--- src/rtl/wsfd_pkg.sv ---
`timescale 1ns / 1ps
// ---------------------------------------------------------------------------
// wsfd_pkg
// Shared types and constants of the WebSocket frame decoder.
// ---------------------------------------------------------------------------
package wsfd_pkg;

  localparam int unsigned ByteW  = 8;
  localparam int unsigned LenW   = 16;
  localparam int unsigned KeyW   = 32;
  localparam int unsigned TdataW = 16;
  localparam int unsigned TuserW = 2;

  // Largest frame length the decoder handles at all
  localparam logic [LenW-1:0] MAX_PAYLOAD   = 16'd16384;
  localparam logic [LenW-1:0] LIMIT_RESET   = 16'd16384;

  // Length codes of the second header byte
  localparam logic [6:0] LEN_CODE_EXT16 = 7'd126;
  localparam logic [6:0] LEN_CODE_EXT64 = 7'd127;

  // Parser phases
  localparam logic [2:0] PH_HDR0   = 3'd0;
  localparam logic [2:0] PH_HDR1   = 3'd1;
  localparam logic [2:0] PH_EXT_HI = 3'd2;
  localparam logic [2:0] PH_EXT_LO = 3'd3;
  localparam logic [2:0] PH_MASK   = 3'd4;
  localparam logic [2:0] PH_DATA   = 3'd5;

  // Result kinds
  localparam logic [1:0] KIND_DATA  = 2'd0;
  localparam logic [1:0] KIND_EMPTY = 2'd1;
  localparam logic [1:0] KIND_ERROR = 2'd2;

  // Error codes
  localparam logic [2:0] ERR_NONE    = 3'd0;
  localparam logic [2:0] ERR_NO_FIN  = 3'd1;
  localparam logic [2:0] ERR_LEN64   = 3'd2;
  localparam logic [2:0] ERR_MAX     = 3'd3;
  localparam logic [2:0] ERR_LIMIT   = 3'd4;

  typedef struct packed {
    logic [1:0]       kind;
    logic [ByteW-1:0] payload_byte;
    logic [3:0]       frame_opcode;
    logic             last_of_frame;
    logic [2:0]       error_code;
  } wsfd_result_t;

endpackage

--- src/rtl/wsfd_in_stage.sv ---
`timescale 1ns / 1ps
// ---------------------------------------------------------------------------
// wsfd_in_stage
// Input register: holds one raw byte until the parser takes it.
// ---------------------------------------------------------------------------
module wsfd_in_stage
  import wsfd_pkg::*;
(
  input  logic             clk_i,
  input  logic             rst_ni,
  input  logic             valid_i,
  output logic             ready_o,
  input  logic [ByteW-1:0] byte_i,
  output logic             valid_o,
  output logic [ByteW-1:0] byte_o,
  input  logic             take_i
);

  logic             valid_q;
  logic [ByteW-1:0] byte_q;

  // Free when empty or when the held item leaves this cycle
  assign ready_o = !valid_q || take_i;

  always_ff @(posedge clk_i or negedge rst_ni) begin
    if (!rst_ni) begin
      valid_q <= 1'b0;
    end else if (ready_o) begin
      valid_q <= valid_i;
    end
  end

  always_ff @(posedge clk_i) begin
    if (ready_o && valid_i) begin
      byte_q <= byte_i;
    end
  end

  assign valid_o = valid_q;
  assign byte_o  = byte_q;

endmodule

--- src/rtl/wsfd_parser.sv ---
`timescale 1ns / 1ps
// ---------------------------------------------------------------------------
// wsfd_parser
// Frame state and per-byte decode: header fields, mask key, payload unmask.
// ---------------------------------------------------------------------------
module wsfd_parser
  import wsfd_pkg::*;
(
  input  logic             clk_i,
  input  logic             rst_ni,
  input  logic             cfg_we_i,
  input  logic [LenW-1:0]  cfg_wdata_i,
  input  logic             take_i,
  input  logic [ByteW-1:0] byte_i,
  output logic             res_valid_o,
  output wsfd_result_t     res_o
);

  logic [LenW-1:0]  limit_q;
  logic [2:0]       phase_q, phase_d;
  logic [3:0]       opcode_q, opcode_d;
  logic             fin_q, fin_d;
  logic             mask_q, mask_d;
  logic [LenW-1:0]  len_q, len_d;
  logic [KeyW-1:0]  key_q, key_d;
  logic [LenW-1:0]  idx_q, idx_d;
  logic             halted_q, halted_d;

  logic [LenW-1:0]  idx_inc;
  logic [ByteW-1:0] key_byte;
  logic [4:0]       key_shift;

  assign idx_inc   = idx_q + 16'd1;
  assign key_byte  = key_q[{idx_q[1:0], 3'b000} +: ByteW];
  assign key_shift = {idx_q[1:0], 3'b000};

  // Per-byte next state and result
  always_comb begin
    logic            lk_go;
    logic            hd_go;
    logic            raise;
    logic [2:0]      raise_code;
    logic [LenW-1:0] new_len;

    lk_go      = 1'b0;
    hd_go      = 1'b0;
    raise      = 1'b0;
    raise_code = ERR_NONE;
    new_len    = len_q;

    phase_d  = phase_q;
    opcode_d = opcode_q;
    fin_d    = fin_q;
    mask_d   = mask_q;
    len_d    = len_q;
    key_d    = key_q;
    idx_d    = idx_q;
    halted_d = halted_q;

    res_valid_o        = 1'b0;
    res_o.kind          = KIND_DATA;
    res_o.payload_byte  = '0;
    res_o.frame_opcode  = opcode_q;
    res_o.last_of_frame = 1'b0;
    res_o.error_code    = ERR_NONE;

    if (take_i && !halted_q) begin
      case (phase_q)
        PH_HDR0: begin
          fin_d    = byte_i[7];
          opcode_d = byte_i[3:0];
          phase_d  = PH_HDR1;
        end
        PH_HDR1: begin
          if (!fin_q) begin
            raise      = 1'b1;
            raise_code = ERR_NO_FIN;
          end else begin
            mask_d = byte_i[7];
            if (byte_i[6:0] == LEN_CODE_EXT64) begin
              raise      = 1'b1;
              raise_code = ERR_LEN64;
            end else if (byte_i[6:0] == LEN_CODE_EXT16) begin
              len_d   = '0;
              phase_d = PH_EXT_HI;
            end else begin
              new_len = {{(LenW-7){1'b0}}, byte_i[6:0]};
              len_d   = new_len;
              lk_go   = 1'b1;
            end
          end
        end
        PH_EXT_HI: begin
          len_d   = {byte_i, {ByteW{1'b0}}};
          phase_d = PH_EXT_LO;
        end
        PH_EXT_LO: begin
          new_len = {len_q[LenW-1:ByteW], byte_i};
          len_d   = new_len;
          lk_go   = 1'b1;
        end
        PH_MASK: begin
          key_d = key_q | ({{(KeyW-ByteW){1'b0}}, byte_i} << key_shift);
          idx_d = idx_inc;
          if (idx_inc >= 16'd4) begin
            hd_go = 1'b1;
          end
        end
        PH_DATA: begin
          res_valid_o        = 1'b1;
          res_o.kind         = KIND_DATA;
          res_o.payload_byte = mask_q ? (byte_i ^ key_byte) : byte_i;
          if (idx_inc >= len_q) begin
            res_o.last_of_frame = 1'b1;
            phase_d             = PH_HDR0;
            idx_d               = '0;
          end else begin
            idx_d = idx_inc;
          end
        end
        default: begin
          phase_d = PH_HDR0;
        end
      endcase

      // Length complete: maximum check, then mask key or header end
      if (lk_go) begin
        if (new_len > MAX_PAYLOAD) begin
          raise      = 1'b1;
          raise_code = ERR_MAX;
        end else if (mask_d) begin
          phase_d = PH_MASK;
          idx_d   = '0;
          key_d   = '0;
        end else begin
          hd_go = 1'b1;
        end
      end

      // Header complete: limit check, empty frame or payload
      if (hd_go) begin
        idx_d = '0;
        if (new_len > limit_q) begin
          raise      = 1'b1;
          raise_code = ERR_LIMIT;
        end else if (new_len == '0) begin
          phase_d             = PH_HDR0;
          res_valid_o         = 1'b1;
          res_o.kind          = KIND_EMPTY;
          res_o.last_of_frame = 1'b1;
        end else begin
          phase_d = PH_DATA;
        end
      end

      // Any error stops the parser until reset
      if (raise) begin
        halted_d            = 1'b1;
        res_valid_o         = 1'b1;
        res_o.kind          = KIND_ERROR;
        res_o.payload_byte  = '0;
        res_o.last_of_frame = 1'b0;
        res_o.error_code    = raise_code;
      end
    end
  end

  // Limit register
  always_ff @(posedge clk_i or negedge rst_ni) begin
    if (!rst_ni) begin
      limit_q <= LIMIT_RESET;
    end else if (cfg_we_i) begin
      limit_q <= cfg_wdata_i;
    end
  end

  // Frame state
  always_ff @(posedge clk_i or negedge rst_ni) begin
    if (!rst_ni) begin
      phase_q  <= PH_HDR0;
      opcode_q <= '0;
      fin_q    <= 1'b0;
      mask_q   <= 1'b0;
      len_q    <= '0;
      key_q    <= '0;
      idx_q    <= '0;
      halted_q <= 1'b0;
    end else begin
      phase_q  <= phase_d;
      opcode_q <= opcode_d;
      fin_q    <= fin_d;
      mask_q   <= mask_d;
      len_q    <= len_d;
      key_q    <= key_d;
      idx_q    <= idx_d;
      halted_q <= halted_d;
    end
  end

endmodule

--- src/rtl/wsfd_out_fifo.sv ---
`timescale 1ns / 1ps
// ---------------------------------------------------------------------------
// wsfd_out_fifo
// Two-entry result buffer; space flag comes from registers only.
// ---------------------------------------------------------------------------
module wsfd_out_fifo
  import wsfd_pkg::*;
(
  input  logic         clk_i,
  input  logic         rst_ni,
  input  logic         wr_en_i,
  input  wsfd_result_t wr_data_i,
  output logic         space_o,
  output logic         valid_o,
  input  logic         ready_i,
  output wsfd_result_t rd_data_o
);

  wsfd_result_t entry_q [2];
  logic         wr_ptr_q;
  logic         rd_ptr_q;
  logic [1:0]   count_q;
  logic         pop;

  assign space_o   = (count_q != 2'd2);
  assign valid_o   = (count_q != 2'd0);
  assign pop       = valid_o && ready_i;
  assign rd_data_o = entry_q[rd_ptr_q];

  // Pointers and fill level
  always_ff @(posedge clk_i or negedge rst_ni) begin
    if (!rst_ni) begin
      wr_ptr_q <= 1'b0;
      rd_ptr_q <= 1'b0;
      count_q  <= 2'd0;
    end else begin
      if (wr_en_i) begin
        wr_ptr_q <= !wr_ptr_q;
      end
      if (pop) begin
        rd_ptr_q <= !rd_ptr_q;
      end
      case ({wr_en_i, pop})
        2'b10:   count_q <= count_q + 2'd1;
        2'b01:   count_q <= count_q - 2'd1;
        default: count_q <= count_q;
      endcase
    end
  end

  // Storage
  always_ff @(posedge clk_i) begin
    if (wr_en_i) begin
      entry_q[wr_ptr_q] <= wr_data_i;
    end
  end

endmodule

--- src/rtl/websocket_frame_decoder_unit.sv ---
`timescale 1ns / 1ps
// ---------------------------------------------------------------------------
// websocket_frame_decoder_unit
// Byte-serial WebSocket frame decoder with payload unmasking.
// ---------------------------------------------------------------------------
// Raw frame bytes enter on the s_axis channel, one byte per item. Header
// bytes give no item out; each payload byte leaves on m_axis unmasked,
// with tlast on the final byte of its frame. A zero-length frame gives one
// empty-frame item (tlast set). tuser carries the item kind.
// An error (FIN clear, 64-bit length code, length above the maximum or
// above payload_limit) gives one error item, after which every byte is
// dropped until reset. payload_limit is written through cfg_we_i and
// cfg_wdata_i; the user must write it only while the block is idle, as
// the block itself does not enforce this. The input register captures
// a byte when it is accepted; the parser then decodes it and writes its
// result into the result buffer, which offers it on m_axis. Throughput:
// one byte per cycle while the result buffer has room.
// The two-entry result buffer keeps input ready free of any path from
// m_axis_tready_i; when the receiver stalls, input stops once the buffer
// and input register are full, and nothing is lost.
// Reset clears all frame state, empties the buffer and sets
// payload_limit to 16384.
// ---------------------------------------------------------------------------
module websocket_frame_decoder_unit
  import wsfd_pkg::*;
(
  input  logic              clk_i,
  input  logic              rst_ni,
  // configuration
  input  logic              cfg_we_i,
  input  logic [LenW-1:0]   cfg_wdata_i,     // payload_limit
  // byte stream in
  input  logic              s_axis_tvalid_i,
  output logic              s_axis_tready_o,
  input  logic [ByteW-1:0]  s_axis_tdata_i,  // [7:0] data_byte
  // results out
  output logic              m_axis_tvalid_o,
  input  logic              m_axis_tready_i,
  output logic [TdataW-1:0] m_axis_tdata_o,  // [7:0] payload_byte, [11:8] frame_opcode,
                                             // [14:12] error_code, [15] zero
  output logic [TuserW-1:0] m_axis_tuser_o,  // [1:0] kind
  output logic              m_axis_tlast_o   // last_of_frame
);

  logic             in_valid;
  logic [ByteW-1:0] in_byte;
  logic             take;
  logic             space;
  logic             res_valid;
  wsfd_result_t     res;
  wsfd_result_t     out_res;

  // Parser steps whenever a byte is held and the buffer has room
  assign take = in_valid && space;

  wsfd_in_stage u_in (
    .clk_i   (clk_i),
    .rst_ni  (rst_ni),
    .valid_i (s_axis_tvalid_i),
    .ready_o (s_axis_tready_o),
    .byte_i  (s_axis_tdata_i),
    .valid_o (in_valid),
    .byte_o  (in_byte),
    .take_i  (take)
  );

  wsfd_parser u_parser (
    .clk_i       (clk_i),
    .rst_ni      (rst_ni),
    .cfg_we_i    (cfg_we_i),
    .cfg_wdata_i (cfg_wdata_i),
    .take_i      (take),
    .byte_i      (in_byte),
    .res_valid_o (res_valid),
    .res_o       (res)
  );

  wsfd_out_fifo u_out (
    .clk_i     (clk_i),
    .rst_ni    (rst_ni),
    .wr_en_i   (res_valid),
    .wr_data_i (res),
    .space_o   (space),
    .valid_o   (m_axis_tvalid_o),
    .ready_i   (m_axis_tready_i),
    .rd_data_o (out_res)
  );

  // Output packing
  assign m_axis_tdata_o = {1'b0, out_res.error_code, out_res.frame_opcode,
                           out_res.payload_byte};
  assign m_axis_tuser_o = out_res.kind;
  assign m_axis_tlast_o = out_res.last_of_frame;

endmodule

--- config.mk ---
export PLATFORM = sky130hd
export DESIGN_NAME = websocket_frame_decoder_unit
export DESIGN_NICKNAME = d
export VERILOG_FILES = /design/src/rtl/wsfd_pkg.sv /design/src/rtl/wsfd_in_stage.sv /design/src/rtl/wsfd_parser.sv /design/src/rtl/wsfd_out_fifo.sv /design/src/rtl/websocket_frame_decoder_unit.sv
export SDC_FILE = /design/constraint.sdc
export NUM_CORES = 1
export LEC_CHECK = 0
export BUFFER_PORTS_ARGS = -buffer_cell sky130_fd_sc_hd__buf_2
export CELL_PAD_IN_SITES_DETAIL_PLACEMENT = 0
export CELL_PAD_IN_SITES_GLOBAL_PLACEMENT = 1
export CORE_MARGIN = 1.5
export CORE_UTILIZATION = 35
export CTS_CLUSTER_SIZE = 16
export DETAILED_ROUTE_END_ITERATION = 8
export GPL_ROUTABILITY_DRIVEN = 0
export PLACE_DENSITY_LB_ADDON = 0.25
export REMOVE_ABC_BUFFERS = 1
export SLEW_MARGIN = 5
export SYNTH_ARGS = -nofsm -noshare
export SYNTH_HDL_FRONTEND = slang
export SYNTH_SLANG_ARGS = --single-unit
--- constraint.sdc ---
create_clock -name clk_i -period 6 [get_ports clk_i]
set_input_delay 1.2 -clock clk_i [delete_from_list [all_inputs] [get_ports clk_i]]
set_output_delay 1.2 -clock clk_i [all_outputs]
set_load 0.05 [all_outputs]
# After elaboration in Yosys (flattened, before gate mapping)
# Memory sizes are Yosys's and may differ from the RTL's.
# Index checks and enable logic that the tools add are counted.
# classes
eq_ne	12
n_reduce_logical	20
n_bitwise	3
shifts	2
order_cmp	4
addsub	3
mux	82
# ops
operator	n
16-bit two-way mux	11
32-bit two-way mux	4
16-bit case mux with 2 select lines	2
3-bit two-way mux	16
16-bit case mux with 3 select lines	1
1-bit two-way mux	35
32-bit bitwise OR	1
32-bit by 6-bit variable part select with 8-bit output	1
8-bit by 5-bit << shifter with 32-bit output	1
10-bit two-way mux	2
16-bit by 1-bit adder with 16-bit output (second input constant)	1
16-bit greater-or-equal comparator	1
16-bit by 3-bit greater-or-equal comparator with 1-bit output (second input constant)	1
16-bit by 15-bit greater-than comparator with 1-bit output (second input constant)	1
16-bit greater-than comparator	1
16-bit zero test	1
8-bit two-way mux	2
3-bit case mux with 5 select lines	1
7-bit == test (second input constant)	2
4-bit two-way mux	2
8-bit XOR	1
7-bit two-way mux	1
3-bit by 2-bit == test with 1-bit output (second input constant)	2
3-bit == test (second input constant)	2
21 further kinds	33
# totals
in_bits	29
word_cells	142
ram_bits	36
reg_bits	103
mem_count	1
# mem_list
memory	words	word_bits	read_ports	rd_clocked_by_memory_dff	wr	line	text
u_out.entry_q	2	18	1	0	1	wsfd_out_fifo.sv:19	wsfd_result_t entry_q [2];

# Depth between registers and ports, before layout
# depth
depth_word	16
ltp_mapped	19
depth_no_buf	17

# Cells and area by module
# From an unflattened synthesis, not the netlist that was laid out.
# unflattened
cells_unflattened	727
hier_area_um2	7532.2
# modules_own_cells
module	seq_area_each_um2	n_inst	cells_per_inst	area_each_um2
wsfd_parser	2253.4	1	639	5716.7
wsfd_out_fifo	1181.1	1	73	1503.9
wsfd_in_stage	265.3	1	12	294.0
websocket_frame_decoder_unit	0.0	1	3	17.5

# Worst setup path after synthesis
# OpenSTA, ideal clock, no wires.
# synth_path
path_type	register to register
from	register u_parser.phase_q[2]
to	memory u_out.entry_q[0][0] (netlist name), enable pin
path_buffers	2
arrival_ns	3.757
t_required_ns	5.605
setup_ns	0.395
setup_slack_ns	1.849
stages_incl_launch_ff	15
cell_sequence	dfrtp_1 -> buf_2 -> nand4bb_1 -> a31oi_1 -> clkbuf_1 -> nor2_1 -> ha_1 -> and4_1 -> nand2_1 -> mux2_2 -> a31o_2 -> inv_1 -> nor2_1 -> o31ai_4 -> nor2b_1
# synth_between
elab_chain_len	13
# synth_lines
element	line	text
start, declared	wsfd_parser.sv:20	logic [2:0] phase_q, phase_d;
start signal, assigned	wsfd_parser.sv:189	phase_q <= phase_d;
3-bit by 2-bit == test with 1-bit output or 3-bit by 1-bit == test with 1-bit output (tied branches)	wsfd_parser.sv:68	case (phase_q)
16-bit case mux with 2 select lines or 1-bit two-way mux (tied branches)	wsfd_parser.sv:68	
16-bit two-way mux or 1-bit two-way mux (tied branches)	wsfd_parser.sv:67	if (take_i && !halted_q) begin
16-bit by 15-bit greater-than comparator with 1-bit output or 1-bit two-way mux (tied branches)	wsfd_parser.sv:128, wsfd_parser.sv:131	
1-bit two-way mux	wsfd_parser.sv:128	if (new_len > MAX_PAYLOAD) begin
1-bit two-way mux	wsfd_parser.sv:127	if (lk_go) begin
1-bit two-way mux (on tied branches)	wsfd_parser.sv:143, wsfd_parser.sv:67	
1-bit two-way mux	wsfd_parser.sv:141	if (hd_go) begin
1-bit two-way mux	wsfd_parser.sv:67	
1-bit two-way mux *	wsfd_parser.sv:157	if (raise) begin
1-bit two-way mux *	wsfd_parser.sv:67	
1-bit two-way mux *	wsfd_out_fifo.sv:53	if (wr_en_i) begin
1-bit two-way mux (not written as such) *	wsfd_out_fifo.sv:54	entry_q[wr_ptr_q] <= wr_data_i;
end, declared	wsfd_out_fifo.sv:19	
# Every way passes the cells marked *; elsewhere a longest branch is shown, timed or not. The select of a mux whose other input is x is not followed.

# Final worst setup path
# layout_path
from	register u_in.byte_q[3] (netlist: u_in.byte_o[3])
to	memory u_out.entry_q[1][14] (netlist name), enable pin
# layout_between
elab_chain_len	16
# layout_lines
element	line	text
start, declared	wsfd_in_stage.sv:20	logic [ByteW-1:0] byte_q;
start signal, assigned	wsfd_in_stage.sv:35	byte_q <= byte_i;
7-bit == test	wsfd_parser.sv:83	end else if (byte_i[6:0] == LEN_CODE_EXT16) begin
16-bit two-way mux	wsfd_parser.sv:83	
16-bit two-way mux	wsfd_parser.sv:80	if (byte_i[6:0] == LEN_CODE_EXT64) begin
16-bit two-way mux	wsfd_parser.sv:75	if (!fin_q) begin
16-bit case mux with 2 select lines	wsfd_parser.sv:68	
16-bit two-way mux	wsfd_parser.sv:67	
16-bit by 15-bit greater-than comparator with 1-bit output	wsfd_parser.sv:128	
1-bit two-way mux	wsfd_parser.sv:128	
1-bit two-way mux	wsfd_parser.sv:127	
1-bit two-way mux (on tied branches)	wsfd_parser.sv:143, wsfd_parser.sv:67	
1-bit two-way mux	wsfd_parser.sv:141	
1-bit two-way mux	wsfd_parser.sv:67	
1-bit two-way mux *	wsfd_parser.sv:157	
1-bit two-way mux *	wsfd_parser.sv:67	
1-bit two-way mux *	wsfd_out_fifo.sv:53	
1-bit two-way mux (not written as such) *	wsfd_out_fifo.sv:54	
# Marks and branches as above.

==> results.md <==
- The full die area is between 20000 and 25000 um2.
- The run finished with clean final reports.
- The fraction of the cycle the final worst path needs is 0.771.
- The number of synthesized flops with an enable pin is 44.
- The source-to-sink clock delay at the later pin of the worst-skew pair is 420 ps.
- Headroom to the max-slew limit came out at 0.214.
- The maximum clock frequency is 216 MHz.
- The worst endpoint required time is between 6000 and 7000 ps.
- The sequential cell area fraction in the yosys report is 0.495.
- The floorplan step defined a core boundary enclosing 21000 um2.
- The post-route minimum period is 4630 ps.
- The signed area change from the synthesized netlist to the final layout is 14.3%.
- The fill cell instance count of the final layout is 2097.
- The multi-input logic area is 3450 um2.
- The worst register-to-register path has a depth of 12.
- Across every metal layer, demand over resource in global routing totals 0.181.
- The number of hold violations in the final report is 0.
- The worst setup path is captured at a flip-flop.
- The end of the worst hold path is u_parser.halted_q.
- The worst-path cell with the longest stage delay is sky130_fd_sc_hd__a31oi_1.
- In this run, post-CTS repair resized a total of 0 instances.
- The detail route stage leaves a number of antenna-violating nets equal to 0.
- The cts-stage hold buffer count is 0.
- The maximum level of the CTS H-tree is 4.
- The worst ir drop on vdd is 201 uV.
- The biggest cell delay along the critical path is 740 ps.
- TritonCTS built the clock tree.
- For this block, the routed nets add up to 18.6 mm of wire.
- Setup violations remaining at the end of the flow were counted as 0.
- Counting flops and latches in the post-synthesis netlist gives 139.
- The first routing iteration left 393 violations.
- The clock sink count is around 140.
- The signal on the critical path passes through and4_1 > a31oi_1 > nor2_1 > ha_1 > and4_1 > nand2_1 > mux2_2 > a31o_2 > inv_1 > nor2_1 > o31ai_4 > and2_1.
- The most common flop cell mapped by yosys is sky130_fd_sc_hd__dfrtp_1.
- Detailed routing inserted a total of 5521 vias.
- The arrival time at the worst endpoint is 4680 ps.
- The post-CTS clock slew at the launch and capture registers of the worst setup and hold paths is 60 ps.
- The number of top-level pins is 50.
- Setup repair after global routing left no endpoint under its margin.
- The library cell used as clock root buffer is sky130_fd_sc_hd__clkbuf_16.
- The setup path with the least slack is of type reg2reg.
- The startpoint identified for the worst hold timing path is u_parser.halted_q.
- Along the worst path, the maximum fanout reaches 18.
- The clock tree buffer depth is 2.
- The first-pass GRT wire length is between 30 and 40 mm.
- The final max-slew violation count is 0.
- The initial antenna violation count was 0.
- In this run, distinct cell masters in the synthesized netlist total 71.
- The total negative slack for setup checks is 0 ps.
- In this run the register-to-register setup slack is 1370 ps.
- Summed over all cells, the static leakage comes to approximately 3.7 nW.
- The endpoint identified for the worst register-to-register timing path is u_out.entry_q[1][14].
- The post-detailed-route via-to-cell ratio is 5.18.
- The worst path meets setup with 1370 ps of slack.
- The width of the die is between 100 and 150 um.
- The overflow left after global routing is 0.
- The slew at the pin closest to its max-slew limit is between 1000 and 1500 ps.
- The number of input and output port buffers inserted is 48.
- Clock skew on the completed layout was measured at about 8 ps.
- Before CTS, the worst setup slack after placement is around 1400 ps.
- The vertical extent of the die is between 100 and 150 um.
- The number of antenna diodes in the final layout is 0.
- The via count of the first global-routing pass is 5685.
- The number of buffers created by CTS is 17.
- The number of iterations in the first detailed-routing pass is 5.
- The combined flip-flop and latch cell area is about 3700 um2.
- Synthesis produced 740 cells.
- After routing the design area is 8540 um2.
- During synthesis, Yosys emitted a total of 0 warnings.
- Entering global routing, the biggest net connects 66 pins.
- After detailed routing, the average wire length per cell comes to 17.5 um.
- The class of the tightest hold or removal check is reg2reg.
- The fraction of layout instances using a drive strength above 1 is 0.184.
- The startpoint identified for the worst register-to-register timing path is u_in.byte_o[3].
- The tool flagged a number of max-cap violations equal to 0.
- In the routed design, unresolved DRC markers number 0.
- After synthesis, the share of flip-flops with an asynchronous set or reset is 0.683.
- The net count of the finished layout is about 840.
- The synthesized netlist occupies a cell area of 7470 um2.
- The initial core utilization is 0.357.
- Buffers added to address setup during post-CTS repair amount to 0.
- Along the worst hold path, the cell count comes to 1.
- The critical path startpoint category is a flip-flop.
- The number of placement rows is 53.
- The cell area after placement is a little under 8000 um2.
- The HPWL after detailed placement is 13.3 mm.
- Averaged over all synthesized cells, the footprint is 10.1 um2.
- The total power per unit cell area is between 400 and 500 nW/um2.
how the worst max path moves through the flow:
stage               cells past startpoint                start  slack [ps]                    to
floorplan                              12       u_in.byte_o[3]        1680   u_out.entry_q[0][0]
finish                                 12       u_in.byte_o[3]        1370  u_out.entry_q[1][14]
CTS                                    12       u_in.byte_o[3]        1350  u_out.entry_q[1][10]
global placement                       12       u_in.byte_o[3]        1480  u_out.entry_q[1][10]
global route                           13  u_parser.phase_q[1]         910  u_out.entry_q[1][14]
detailed placement                     12       u_in.byte_o[3]        1360  u_out.entry_q[1][11]
layout make-up:
| type | count | share of cell area |
|---|---|---|
| flip-flops and latches | 139 | 0.433 |
| clock inverters | 15 | 0.0190 |
| clock buffers | 17 | 0.0498 |
| multi-input cells | 522 | 0.404 |
| inverters | 41 | 0.0180 |
| well taps | 275 | 0.0403 |
| repair buffers | 56 | 0.0354 |
placed cells by master, fill, tap and decap left out, drive strengths merged, types with 5 or more instances in the layout:
master	count
dfrtp	94
nand2	94
nor2	72
o21ai	61
a21oi	57
buf	56
inv	46
edfxtp	44
ha	35
mux2	24
clkbuf	17
xor2	15
a21o	13
nand3	13
nor3	12
nand4	10
xnor2	9
mux4	8
nand2b	7
o22a	6
and2	6
a22o	6
and3	6
nor2b	5
or2	5
nor3b	5
synthesized netlist by cell type, types with 4 or more instances:
cell                       count  area share
sky130_fd_sc_hd__nand3_1      12      0.0080
sky130_fd_sc_hd__dfrtp_1      94        0.31
sky130_fd_sc_hd__or2_2         5      0.0042
sky130_fd_sc_hd__a21oi_1      53       0.036
sky130_fd_sc_hd__and4_1        4      0.0047
sky130_fd_sc_hd__a31oi_1       4      0.0033
sky130_fd_sc_hd__mux4_2        8       0.024
sky130_fd_sc_hd__nor3_1       11      0.0074
sky130_fd_sc_hd__nor2b_1       5      0.0042
sky130_fd_sc_hd__xnor2_1       9       0.011
sky130_fd_sc_hd__nand2_1      93       0.047
sky130_fd_sc_hd__o21ai_1       8      0.0054
sky130_fd_sc_hd__nor3b_1       5      0.0050
sky130_fd_sc_hd__a22o_1        6      0.0070
sky130_fd_sc_hd__a21o_1       13       0.013
sky130_fd_sc_hd__nor2_1       70       0.035
sky130_fd_sc_hd__o22a_1        6      0.0070
sky130_fd_sc_hd__o21ai_0      53       0.036
sky130_fd_sc_hd__edfxtp_1     44        0.18
sky130_fd_sc_hd__and3_1        5      0.0042
sky130_fd_sc_hd__ha_1         35       0.059
sky130_fd_sc_hd__xor2_1       15       0.018
sky130_fd_sc_hd__and2_1        6      0.0050
sky130_fd_sc_hd__a21oi_2       4      0.0047
sky130_fd_sc_hd__mux2_2       24       0.036
sky130_fd_sc_hd__o211ai_1      4      0.0040
sky130_fd_sc_hd__clkbuf_1     25       0.013
sky130_fd_sc_hd__nand2b_1      7      0.0059
sky130_fd_sc_hd__buf_2         8      0.0054
sky130_fd_sc_hd__nand4_1       9      0.0075
sky130_fd_sc_hd__inv_1        41       0.021
critical path: cells and delay by family (launching register included):
family | cells | cell delay [ps]
simple gates | 6 | 1590
compound gates | 3 | 1300
fa+ha+maj | 1 | 370
buf+inv | 1 | 80
mux | 1 | 320
flops | 1 | 570
cells by family (layout without fill, tap and decap cells):
family / Yosys count / in the layout / synth area share
and+or+nand+nor: 252 / 252 / 0.162
AOI/OAI and AO/OA: 176 / 176 / 0.150
xor gates and xnor gates: 24 / 24 / 0.0281
DFF: 139 / 139 / 0.495
muxes: 34 / 34 / 0.0630
other: 1 / 1 / 0.000502
adders and majority gates: 35 / 35 / 0.0586
buffers and inverters: 79 / 129 / 0.0425
registers in the layout, summed over array words and instances, names as in the netlist, 2 cells and up:
register	cells
u_parser.phase_q	3
u_parser.key_q	32
u_parser.len_q	16
u_out.count_q	2
u_parser.limit_q	16
u_in.byte_o	8
u_parser.opcode_q	4
u_out.entry_q	36
u_parser.idx_q	16
metrics by stage:
step / hold WS, ps / utilization / power (W) / std cells
after floorplan: 437 / - / 0.00237 / 702
after global placement: 464 / 0.380 / 0.00276 / 1033
after detailed placement: 479 / 0.380 / 0.00278 / 1033
after CTS: 493 / 0.408 / 0.00385 / 1065
after global routing: 523 / 0.408 / 0.00406 / 1065
final: 492 / 0.408 / 0.00382 / 1065
report_power, final:
part           internal, W  total (W)  switching (W)
sequential         0.00121    0.00144       0.000230
combinational     0.000515    0.00133       0.000812
clock             0.000618    0.00105       0.000436
layer usage:
metal / GRT usage / part of all wire / vias to the layer above
met5: 0 / 0 / -
met4: 0.0520 / 0.011 / 0
met3: 0.0422 / 0.046 / 15
met2: 0.286 / 0.46 / 138
met1: 0.247 / 0.48 / 2670
li1: - / - / 2698
Note: power is estimated with default switching activity, not from simulation.
